<file path="config.mk">
export PLATFORM = sky130hd
export DESIGN_NAME = meter_frame_decoder
export DESIGN_NICKNAME = d
export VERILOG_FILES = /design/src/mfd_pkg.sv /design/src/meter_frame_decoder.sv
export SDC_FILE = /design/constraint.sdc
export NUM_CORES = 2
export LEC_CHECK = 0
export ABC_AREA = 1
export BUFFER_PORTS_ARGS = -buffer_cell sky130_fd_sc_hd__buf_4
export CAP_MARGIN = 20
export CORE_ASPECT_RATIO = 1.1
export CORE_UTILIZATION = 55
export DETAILED_ROUTE_END_ITERATION = 6
export PLACE_DENSITY = 0.8
export SYNTH_ARGS = -nofsm -noshare
export SYNTH_HDL_FRONTEND = slang
export SYNTH_SLANG_ARGS = --single-unit
</file>
<file path="constraint.sdc">
create_clock -name clk_i -period 11.95 [get_ports clk_i]
set_input_delay 1.7925 -clock clk_i [delete_from_list [all_inputs] [get_ports clk_i]]
set_output_delay 1.7925 -clock clk_i [all_outputs]
set_load 0.005 [all_outputs]
</file>
<file path="src/mfd_pkg.sv">
// constants, types and decode tables of the meter frame decoder
// no dependencies
package mfd_pkg;

  localparam int unsigned CountBitsDef = 16;
  localparam int unsigned RdW          = 41;
  localparam int unsigned WinLen       = 13;
  localparam int unsigned DigW         = 17;
  localparam int unsigned PowW         = 24;
  localparam int unsigned NumDigits    = 5;

  localparam logic [7:0] ChZero = 8'h30;
  localparam logic [7:0] ChNine = 8'h39;
  localparam logic [7:0] ChCr   = 8'h0d;
  localparam logic [7:0] ChLf   = 8'h0a;

  localparam logic [7:0] FcVolt  = 8'h3b;
  localparam logic [7:0] FcCurA  = 8'h30;
  localparam logic [7:0] FcCurMa = 8'h3d;
  localparam logic [7:0] FcCurUa = 8'h3f;
  localparam logic [7:0] FcRes   = 8'h33;
  localparam logic [7:0] FcDiode = 8'h31;
  localparam logic [7:0] FcFreq  = 8'h32;
  localparam logic [7:0] FcCap   = 8'h36;
  localparam logic [7:0] FcCond  = 8'h35;

  localparam logic [2:0] FnVolt  = 3'd0;
  localparam logic [2:0] FnCur   = 3'd1;
  localparam logic [2:0] FnRes   = 3'd2;
  localparam logic [2:0] FnDiode = 3'd3;
  localparam logic [2:0] FnFreq  = 3'd4;
  localparam logic [2:0] FnCap   = 3'd5;
  localparam logic [2:0] FnCond  = 3'd6;

  localparam logic [1:0] StOk    = 2'd0;
  localparam logic [1:0] StFrame = 2'd1;
  localparam logic [1:0] StCode  = 2'd2;

  localparam logic [1:0] CplNone = 2'd0;
  localparam logic [1:0] CplAc   = 2'd1;
  localparam logic [1:0] CplDc   = 2'd2;

  localparam logic [1:0] LdNormal = 2'd0;
  localparam logic [1:0] LdOver   = 2'd1;
  localparam logic [1:0] LdUnder  = 2'd2;

  localparam logic [1:0] PkMax = 2'd1;
  localparam logic [1:0] PkMin = 2'd2;

  localparam logic [1:0] SmFreq = 2'd1;
  localparam logic [1:0] SmDuty = 2'd2;

  typedef enum logic [2:0] {
    S_IDLE, S_CHECK, S_DIGIT, S_SCALE, S_UPDATE, S_DIV_INIT, S_DIVIDE, S_OUTPUT
  } state_e;

  typedef struct packed {
    logic       ok;
    logic [2:0] func;
    logic [2:0] shift;
  } dec_t;

  function automatic dec_t decode_func(logic [7:0] fc, logic [7:0] rc);
    dec_t       d;
    logic       rv;
    logic [3:0] r;
    d  = '0;
    rv = (rc >= ChZero) && (rc <= ChNine);
    r  = rc[3:0];
    unique case (fc)
      FcVolt: begin
        d.func = FnVolt;
        if (rv && r <= 4'd3) begin
          d.ok = 1'b1;
          d.shift = r[2:0] + 3'd1;
        end else if (rv && r == 4'd4) begin
          d.ok = 1'b1;
        end
      end
      FcCurA: begin
        d.func = FnCur;
        d.ok = rv && r == 4'd0;
        d.shift = 3'd5;
      end
      FcCurMa: begin
        d.func = FnCur;
        d.ok = rv && r <= 4'd1;
        d.shift = r[2:0];
      end
      FcCurUa: begin
        d.func = FnCur;
        d.ok = rv && r <= 4'd1;
        d.shift = r[2:0] + 3'd2;
      end
      FcRes: begin
        d.func = FnRes;
        d.ok = rv && r <= 4'd6;
        d.shift = r[2:0];
      end
      FcDiode: begin
        d.func = FnDiode;
        d.ok = 1'b1;
      end
      FcFreq: begin
        d.func = FnFreq;
        if (rv && r <= 4'd1) begin
          d.ok = 1'b1;
          d.shift = r[2:0];
        end else if (rv && r >= 4'd3 && r <= 4'd7) begin
          d.ok = 1'b1;
          d.shift = r[2:0] - 3'd1;
        end
      end
      FcCap: begin
        d.func = FnCap;
        d.ok = rv && r <= 4'd7;
        d.shift = r[2:0];
      end
      FcCond: begin
        d.func = FnCond;
        d.ok = 1'b1;
      end
      default: d = '0;
    endcase
    return d;
  endfunction

  function automatic logic signed [4:0] lsb_exp(logic [2:0] func);
    logic signed [4:0] e;
    unique case (func)
      FnVolt:  e = -5'sd5;
      FnCur:   e = -5'sd8;
      FnRes:   e = -5'sd2;
      FnFreq:  e = -5'sd2;
      FnCap:   e = -5'sd12;
      default: e = 5'sd0;
    endcase
    return e;
  endfunction

  function automatic logic [PowW-1:0] pow10(logic [2:0] shift);
    logic [PowW-1:0] p;
    unique case (shift)
      3'd0:    p = 24'd1;
      3'd1:    p = 24'd10;
      3'd2:    p = 24'd100;
      3'd3:    p = 24'd1000;
      3'd4:    p = 24'd10000;
      3'd5:    p = 24'd100000;
      3'd6:    p = 24'd1000000;
      default: p = 24'd10000000;
    endcase
    return p;
  endfunction

endpackage

</file>
<file path="src/meter_frame_decoder.sv">
// meter frame decoder top level: byte window, frame decode, running statistics
// depends on mfd_pkg
//
// Usage: bytes of the meter's serial stream enter on the rx channel
// (rx_valid_i / rx_ready_o / rx_byte_i). The last 13 bytes are kept; a
// line-feed byte closes a 14-byte frame, which is checked and decoded into
// one result on the out channel (out_valid_o / out_ready_i and the fields).
// Other bytes give no result and do not hold the channel.
// A line feed takes CHECK, five digit steps (one ASCII digit a cycle),
// SCALE, UPDATE, DIV_INIT, then 41 + COUNT_BITS steps of the bit-serial
// mean divider (one quotient bit a cycle), then OUTPUT; a frame that
// fails its checks goes from CHECK straight to OUTPUT.
// rx_ready_o is high only while no frame is in work.
// Reset clears the byte window, the held modes and the running statistics.
// A stalled receiver holds the result in the output register; bytes
// are still accepted, and a further frame waits in OUTPUT until the
// register is free.
module meter_frame_decoder
  import mfd_pkg::*;
#(
  parameter int unsigned COUNT_BITS = CountBitsDef
) (
  input  logic                  clk_i,
  input  logic                  rst_ni,
  input  logic                  rx_valid_i,
  output logic                  rx_ready_o,
  input  logic [7:0]            rx_byte_i,
  output logic                  out_valid_o,
  input  logic                  out_ready_i,
  output logic [1:0]            status_o,
  output logic [2:0]            function_code_o,
  output logic signed [RdW-1:0] reading_o,
  output logic signed [4:0]     lsb_exponent_o,
  output logic signed [RdW-1:0] max_reading_o,
  output logic signed [RdW-1:0] min_reading_o,
  output logic signed [RdW-1:0] mean_reading_o,
  output logic [1:0]            coupling_o,
  output logic [3:0]            flag_bits_o,
  output logic [1:0]            load_state_o,
  output logic [1:0]            peak_state_o,
  output logic [1:0]            freq_submode_o
);

  localparam int unsigned SumW    = RdW + COUNT_BITS;
  localparam int unsigned DivCntW = $clog2(SumW + 1);
  localparam int unsigned DigCntW = $clog2(NumDigits + 1);

  state_e state_q, state_d;

  logic [7:0] win_q [WinLen];
  logic [7:0] frame_q [WinLen];
  logic [7:0] dig_sr_q [NumDigits];

  logic [DigCntW-1:0] dig_cnt_q, dig_cnt_d;
  logic               stop_q, stop_d;
  logic [DigW-1:0]    digits_q, digits_d;
  dec_t               dec_q, dec_d;
  logic [1:0]         status_q, status_d;
  logic signed [RdW-1:0] reading_q, reading_d;

  logic [2:0]            func_q, func_d;
  logic [1:0]            cpl_q, cpl_d, peak_q, peak_d, sub_q, sub_d;
  logic signed [RdW-1:0] max_q, max_d, min_q, min_d;
  logic [SumW-1:0]       sum_q, sum_d;
  logic [COUNT_BITS-1:0] cnt_q, cnt_d;

  logic [SumW-1:0]       div_q, div_d;
  logic [COUNT_BITS-1:0] rem_q, rem_d;
  logic                  neg_q, neg_d;
  logic [DivCntW-1:0]    div_cnt_q, div_cnt_d;

  logic                  ovalid_q, ovalid_d, load_out;

  logic                  rx_acc;
  logic [7:0]            cur_dig;
  logic                  is_dig;
  logic [RdW-1:0]        mag;
  logic signed [RdW-1:0] base_max, base_min;
  logic [SumW-1:0]       base_sum;
  logic [COUNT_BITS-1:0] base_cnt;
  logic                  fn_change;
  logic [COUNT_BITS:0]   rem_w;
  logic                  q_bit;
  logic [RdW-1:0]        quot;
  logic signed [RdW-1:0] mean_val;

  assign rx_ready_o = (state_q == S_IDLE);
  assign rx_acc     = rx_valid_i && rx_ready_o;
  assign cur_dig    = dig_sr_q[0];
  assign is_dig     = (cur_dig >= ChZero) && (cur_dig <= ChNine);
  assign mag        = RdW'(digits_q) * RdW'(pow10(dec_q.shift));
  assign fn_change  = (dec_q.func != func_q);
  assign base_max   = fn_change ? '0 : max_q;
  assign base_min   = fn_change ? '0 : min_q;
  assign base_sum   = fn_change ? '0 : sum_q;
  assign base_cnt   = fn_change ? '0 : cnt_q;
  assign rem_w      = {rem_q, div_q[SumW-1]};
  assign q_bit      = (rem_w >= {1'b0, cnt_q});
  assign quot       = div_q[RdW-1:0];
  assign mean_val   = (cnt_q == '0) ? '0 : (neg_q ? -$signed(quot) : $signed(quot));
  assign load_out   = (state_q == S_OUTPUT) && (!ovalid_q || out_ready_i);

  always_comb begin
    state_d   = state_q;
    dig_cnt_d = dig_cnt_q;
    stop_d    = stop_q;
    digits_d  = digits_q;
    dec_d     = dec_q;
    status_d  = status_q;
    reading_d = reading_q;
    func_d    = func_q;
    cpl_d     = cpl_q;
    peak_d    = peak_q;
    sub_d     = sub_q;
    max_d     = max_q;
    min_d     = min_q;
    sum_d     = sum_q;
    cnt_d     = cnt_q;
    div_d     = div_q;
    rem_d     = rem_q;
    neg_d     = neg_q;
    div_cnt_d = div_cnt_q;
    ovalid_d  = ovalid_q && !out_ready_i;
    if (load_out) ovalid_d = 1'b1;

    unique case (state_q)
      S_IDLE: begin
        if (rx_acc && rx_byte_i == ChLf) state_d = S_CHECK;
      end
      S_CHECK: begin
        dec_d     = decode_func(frame_q[6], frame_q[0]);
        dig_cnt_d = '0;
        stop_d    = 1'b0;
        digits_d  = '0;
        if ((frame_q[0] & 8'h30) != 8'h30 || frame_q[12] != ChCr) begin
          status_d = StFrame;
          state_d  = S_OUTPUT;
        end else if (!decode_func(frame_q[6], frame_q[0]).ok) begin
          status_d = StCode;
          state_d  = S_OUTPUT;
        end else begin
          status_d = StOk;
          state_d  = S_DIGIT;
        end
      end
      S_DIGIT: begin
        if (!stop_q && is_dig) begin
          digits_d = (digits_q << 3) + (digits_q << 1) + DigW'(cur_dig[3:0]);
        end else begin
          stop_d = 1'b1;
        end
        dig_cnt_d = dig_cnt_q + 1'b1;
        if (dig_cnt_q == DigCntW'(NumDigits - 1)) state_d = S_SCALE;
      end
      S_SCALE: begin
        reading_d = frame_q[7][2] ? -$signed(mag) : $signed(mag);
        state_d   = S_UPDATE;
      end
      S_UPDATE: begin
        if (frame_q[10][3]) cpl_d = CplDc;
        else if (frame_q[10][2]) cpl_d = CplAc;
        if (frame_q[9][2]) peak_d = PkMax;
        else if (frame_q[9][1]) peak_d = PkMin;
        if (frame_q[7][3]) sub_d = SmDuty;
        else if (frame_q[10][0]) sub_d = SmFreq;
        func_d = dec_q.func;
        max_d  = (reading_q > base_max) ? reading_q : base_max;
        min_d  = (reading_q < base_min) ? reading_q : base_min;
        sum_d  = base_sum;
        cnt_d  = base_cnt;
        if (base_cnt != '1) begin
          sum_d = base_sum + {{COUNT_BITS{reading_q[RdW-1]}}, reading_q};
          cnt_d = base_cnt + 1'b1;
        end
        state_d = S_DIV_INIT;
      end
      S_DIV_INIT: begin
        neg_d     = sum_q[SumW-1];
        div_d     = sum_q[SumW-1] ? -sum_q : sum_q;
        rem_d     = '0;
        div_cnt_d = '0;
        state_d   = S_DIVIDE;
      end
      S_DIVIDE: begin
        // restoring division, quotient bits shift into the dividend register
        rem_d     = q_bit ? COUNT_BITS'(rem_w - {1'b0, cnt_q}) : rem_w[COUNT_BITS-1:0];
        div_d     = {div_q[SumW-2:0], q_bit};
        div_cnt_d = div_cnt_q + 1'b1;
        if (div_cnt_q == DivCntW'(SumW - 1)) state_d = S_OUTPUT;
      end
      S_OUTPUT: begin
        if (load_out) state_d = S_IDLE;
      end
      default: state_d = S_IDLE;
    endcase
  end

  always_ff @(posedge clk_i or negedge rst_ni) begin
    if (!rst_ni) begin
      state_q   <= S_IDLE;
      ovalid_q  <= 1'b0;
      func_q    <= FnVolt;
      cpl_q     <= CplNone;
      peak_q    <= '0;
      sub_q     <= '0;
      max_q     <= '0;
      min_q     <= '0;
      sum_q     <= '0;
      cnt_q     <= '0;
      dig_cnt_q <= '0;
      div_cnt_q <= '0;
      for (int i = 0; i < WinLen; i++) win_q[i] <= '0;
    end else begin
      state_q   <= state_d;
      ovalid_q  <= ovalid_d;
      func_q    <= func_d;
      cpl_q     <= cpl_d;
      peak_q    <= peak_d;
      sub_q     <= sub_d;
      max_q     <= max_d;
      min_q     <= min_d;
      sum_q     <= sum_d;
      cnt_q     <= cnt_d;
      dig_cnt_q <= dig_cnt_d;
      div_cnt_q <= div_cnt_d;
      if (rx_acc) begin
        for (int i = 0; i < WinLen - 1; i++) win_q[i] <= win_q[i + 1];
        win_q[WinLen-1] <= rx_byte_i;
      end
    end
  end

  always_ff @(posedge clk_i) begin
    stop_q    <= stop_d;
    digits_q  <= digits_d;
    dec_q     <= dec_d;
    status_q  <= status_d;
    reading_q <= reading_d;
    div_q     <= div_d;
    rem_q     <= rem_d;
    neg_q     <= neg_d;
    if (rx_acc && rx_byte_i == ChLf) begin
      for (int i = 0; i < WinLen; i++) frame_q[i] <= win_q[i];
      for (int i = 0; i < NumDigits; i++) dig_sr_q[i] <= win_q[i + 1];
    end else if (state_q == S_DIGIT) begin
      for (int i = 0; i < NumDigits - 1; i++) dig_sr_q[i] <= dig_sr_q[i + 1];
      dig_sr_q[NumDigits-1] <= '0;
    end
  end

  // result register, error results carry zeros
  always_ff @(posedge clk_i) begin
    if (load_out) begin
      status_o        <= status_q;
      if (status_q == StOk) begin
        function_code_o <= func_q;
        reading_o       <= reading_q;
        lsb_exponent_o  <= lsb_exp(func_q);
        max_reading_o   <= max_q;
        min_reading_o   <= min_q;
        mean_reading_o  <= mean_val;
        coupling_o      <= cpl_q;
        flag_bits_o     <= {frame_q[10][1], frame_q[11][1], frame_q[8][1], frame_q[7][1]};
        load_state_o    <= frame_q[7][0] ? LdOver : (frame_q[9][3] ? LdUnder : LdNormal);
        peak_state_o    <= peak_q;
        freq_submode_o  <= sub_q;
      end else begin
        function_code_o <= '0;
        reading_o       <= '0;
        lsb_exponent_o  <= '0;
        max_reading_o   <= '0;
        min_reading_o   <= '0;
        mean_reading_o  <= '0;
        coupling_o      <= '0;
        flag_bits_o     <= '0;
        load_state_o    <= '0;
        peak_state_o    <= '0;
        freq_submode_o  <= '0;
      end
    end
  end

  assign out_valid_o = ovalid_q;

endmodule

</file>
==> flow_summary.yaml <==
placed_design:
  place_worst_setup_slack_ps: 3390
  hpwl_mm: 131
  gp_congestion: 1.02
  place_area_sq_um: 55200
  port_buffers: 199
pwr:
  p_int_mw: 8.75
  seq_power_share_pct: 23.7
  p_clk_share_pct: 13.3
  p_sw_mw: 9.56
  swShare_pct: 52.2
  ir_worst_vdd_mv: 0.284
  leakagePower_nw: 27.9
  powerDensity_nw_per_um2: 317
  comb_power_share_pct: 63.1
sta:
  maxClockFrequency_mhz: 116
  min_period_over_period_pct: 72.3
  slew_headroom_pct: 17.6
  maxSlewViolCount: 0
  holdWs_ps: 452
  setup_viol: 0
  rsz0062_at_grt: "no"
  min_period_ps: 8640
  worst_slew_pin_slew_ps: 1220
  finalWorstSetupSlack_ps: 3310
  finalSetupTns_ps: 0
  final.setup_skew_ps: 89.2
  hold_viol: 0
cts:
  cts-htree-levels: 3
  clock_latency_ps: 680
  cts_tree: "yes"
  clkTransAtPathRegs_ps: 70
  clock_path_buffers: 3
  clockRootBuffer: "clkbuf_16"
  ctsHoldBuffers: 0
  cts.sinks: 685
  cts_resized: 0
  post_cts_buffers: 0
  cts_made_buffers: 74
synthesis:
  synth_edf_count: 404
  syn_area_per_cell_sq_um: 7.94
  syn_area_sq_um: 52500
  synth_cells: 6608
  synth.area.top_cells: "edfxtp_1 (23%), dfrtp_1 (13%), nand2_1 (11%)"
  ys.flop_type: "edfxtp_1"
  ys_warn_count: 0
  ys_ff_latch: 685
  synth_fp_nets: 7234
  ys_async_sr_fraction_pct: 41.0
  yosysTopAreaCellShare_pct: 23.1
  ys_seq_area_share_pct: 36.5
  synth.distinct_cells: 58
  synth_top_area_cell: "edfxtp_1"
setup_path:
  arrival_ps: 9010
  start_kind: "flip-flop"
  slowest_delay_ps: 660
  worstPathMaxFanout: 12
  path_class: "reg2reg"
  critPathTopFamily: "adder cells"
  cp_num_buf_inv: 6
  crit_path_frequent_cell: "nand2_1"
  critPathCaptureType: "flip-flop"
  cp_slowest_cell: "nor2_1"
  required_ps: 12320
outcome:
  violations: "design-rule violations"
  outcome: "finished, violations left"
die:
  start_util_pct: 55.6
  ioPinCount: 200
  die_h_um: 326
  die_width_um: 296
  die_area_sq_um: 96600
  core_area_sq_um: 94300
  rows: 118
global_route:
  gr-total-overflow: 0
  grt_usage_pct: 34.8
  use_met3_pct: 4.84
  grt_pass1_wl_mm: 255
  top_usage_layer: "met2"
  use_met2_pct: 56.8
  grt_max_degree: 96
  grt_antenna_before_repair: 2
  grtUsageMet1_pct: 44.5
  first_global_vias: 44200
routing:
  drtAntennaViolNets: 0
  routed_wire_length_per_instance_um: 20.6
  num_vias: 44900
  drc: 2
  drt_wl_total_mm: 167
  drt_iter0_drc: 3746
  firstDrtPassIters: 7
  drt-vias-per-instance: 5.56
job:
  drv_cap: 0
cells_and_area:
  final_cell_mix: "nand2_1 (1600), inv_1 (1109), nor2_1 (802)"
  layout-drive-gt1-share_pct: 7.73
  fin_nets: 7371
  final_area_sq_um: 57800
  final_common_cell: "nand2_1"
  area_delta_synth_final_pct: 10.2
min_path:
  hp-class: "reg2reg"
==> cells in the mapped netlist (all sizes together), types with 101 or more instances <==
master,instances
nand2,1622
inv,1133
nor2,822
edfxtp,404
o21ai,374
nand3,362
ha,329
fa,285
dfrtp,281
a21oi,262
clkbuf,136
xor2,101
==> logic make-up after synthesis <==
family | share of synthesized area [%]
muxes | 1.22
and+or+nand+nor | 23.6
adders and majority gates | 18.7
AOI/OAI and AO/OA | 7.97
DFF | 36.5
buffers and inverters | 9.63
xor gates and xnor gates | 2.35
==> final timing paths <==
check,start,cells after the start,to,slack [ps]
setup / recovery,dec_q[0]$_DFFE_PP_,31,reading_q[33]$_DFFE_PP_,3310
hold / removal,win_q[4]$_DFFE_PN0P_,0,frame_q[12][4]$_DFFE_PP_,450
setup reg to reg,dec_q[0]$_DFFE_PP_,31,reading_q[33]$_DFFE_PP_,3310
hold reg to reg,win_q[4]$_DFFE_PN0P_,0,frame_q[12][4]$_DFFE_PP_,450
max in group asynchronous,rst_ni,3,sum_q[21]$_DFFE_PN0P_,8670
min in group asynchronous,rst_ni,1,win_q[45]$_DFFE_PN0P_,1120
==> power by group through the flow <==
stage	logic, mW	clock network, mW	registers [mW]
floorplan	8.25	0	4.18
CTS	11.5	2.45	4.32
detailed placement	11.4	0	4.35
global route	13.1	2.54	4.41
finish	11.5	2.43	4.34
global placement	11.2	0	4.33
==> state kept, by name, summed over array words and instances (netlist names), 5 cells and up <==
signal          count
cnt_q              16
dec_q               6
dig_sr_q           40
digits_q           17
div_cnt_q           6
div_q              57
frame_q            37
lsb_exponent_o      5
max_q              41
max_reading_o      41
mean_reading_o     41
min_q              41
min_reading_o      41
reading_o          41
reading_q          41
rem_q              16
sum_q              57
win_q             104
==> final cells by class <==
cell class | instances | area (sq um)
Clock inverter | 40 | 523
Fill cell | 8366 | 36500
Multi-Input combinational cell | 4590 | 28300
Clock buffer | 98 | 2070
Inverter | 1145 | 4300
Timing Repair Buffer | 249 | 1880
Sequential cell | 685 | 19200
Antenna cell | 4 | 10.0
Tap cell | 1260 | 1580
==> layer usage <==
metal	routed length, um	up-vias
li1	-	21300
met1	66900	21400
met2	78100	1742
met3	10600	447
met4	10900	0
met5	0	-
==> per-stage QoR <==
stage	utilization [%]	cells	total power, mW
detailed placement	58.5	7929	15.8
global route	61.3	8067	20.0
CTS	61.3	8067	18.3
finish	61.3	8071	18.3
global placement	58.5	7929	15.6
floorplan	-	6608	12.4
(Power assumes the default switching activity.)
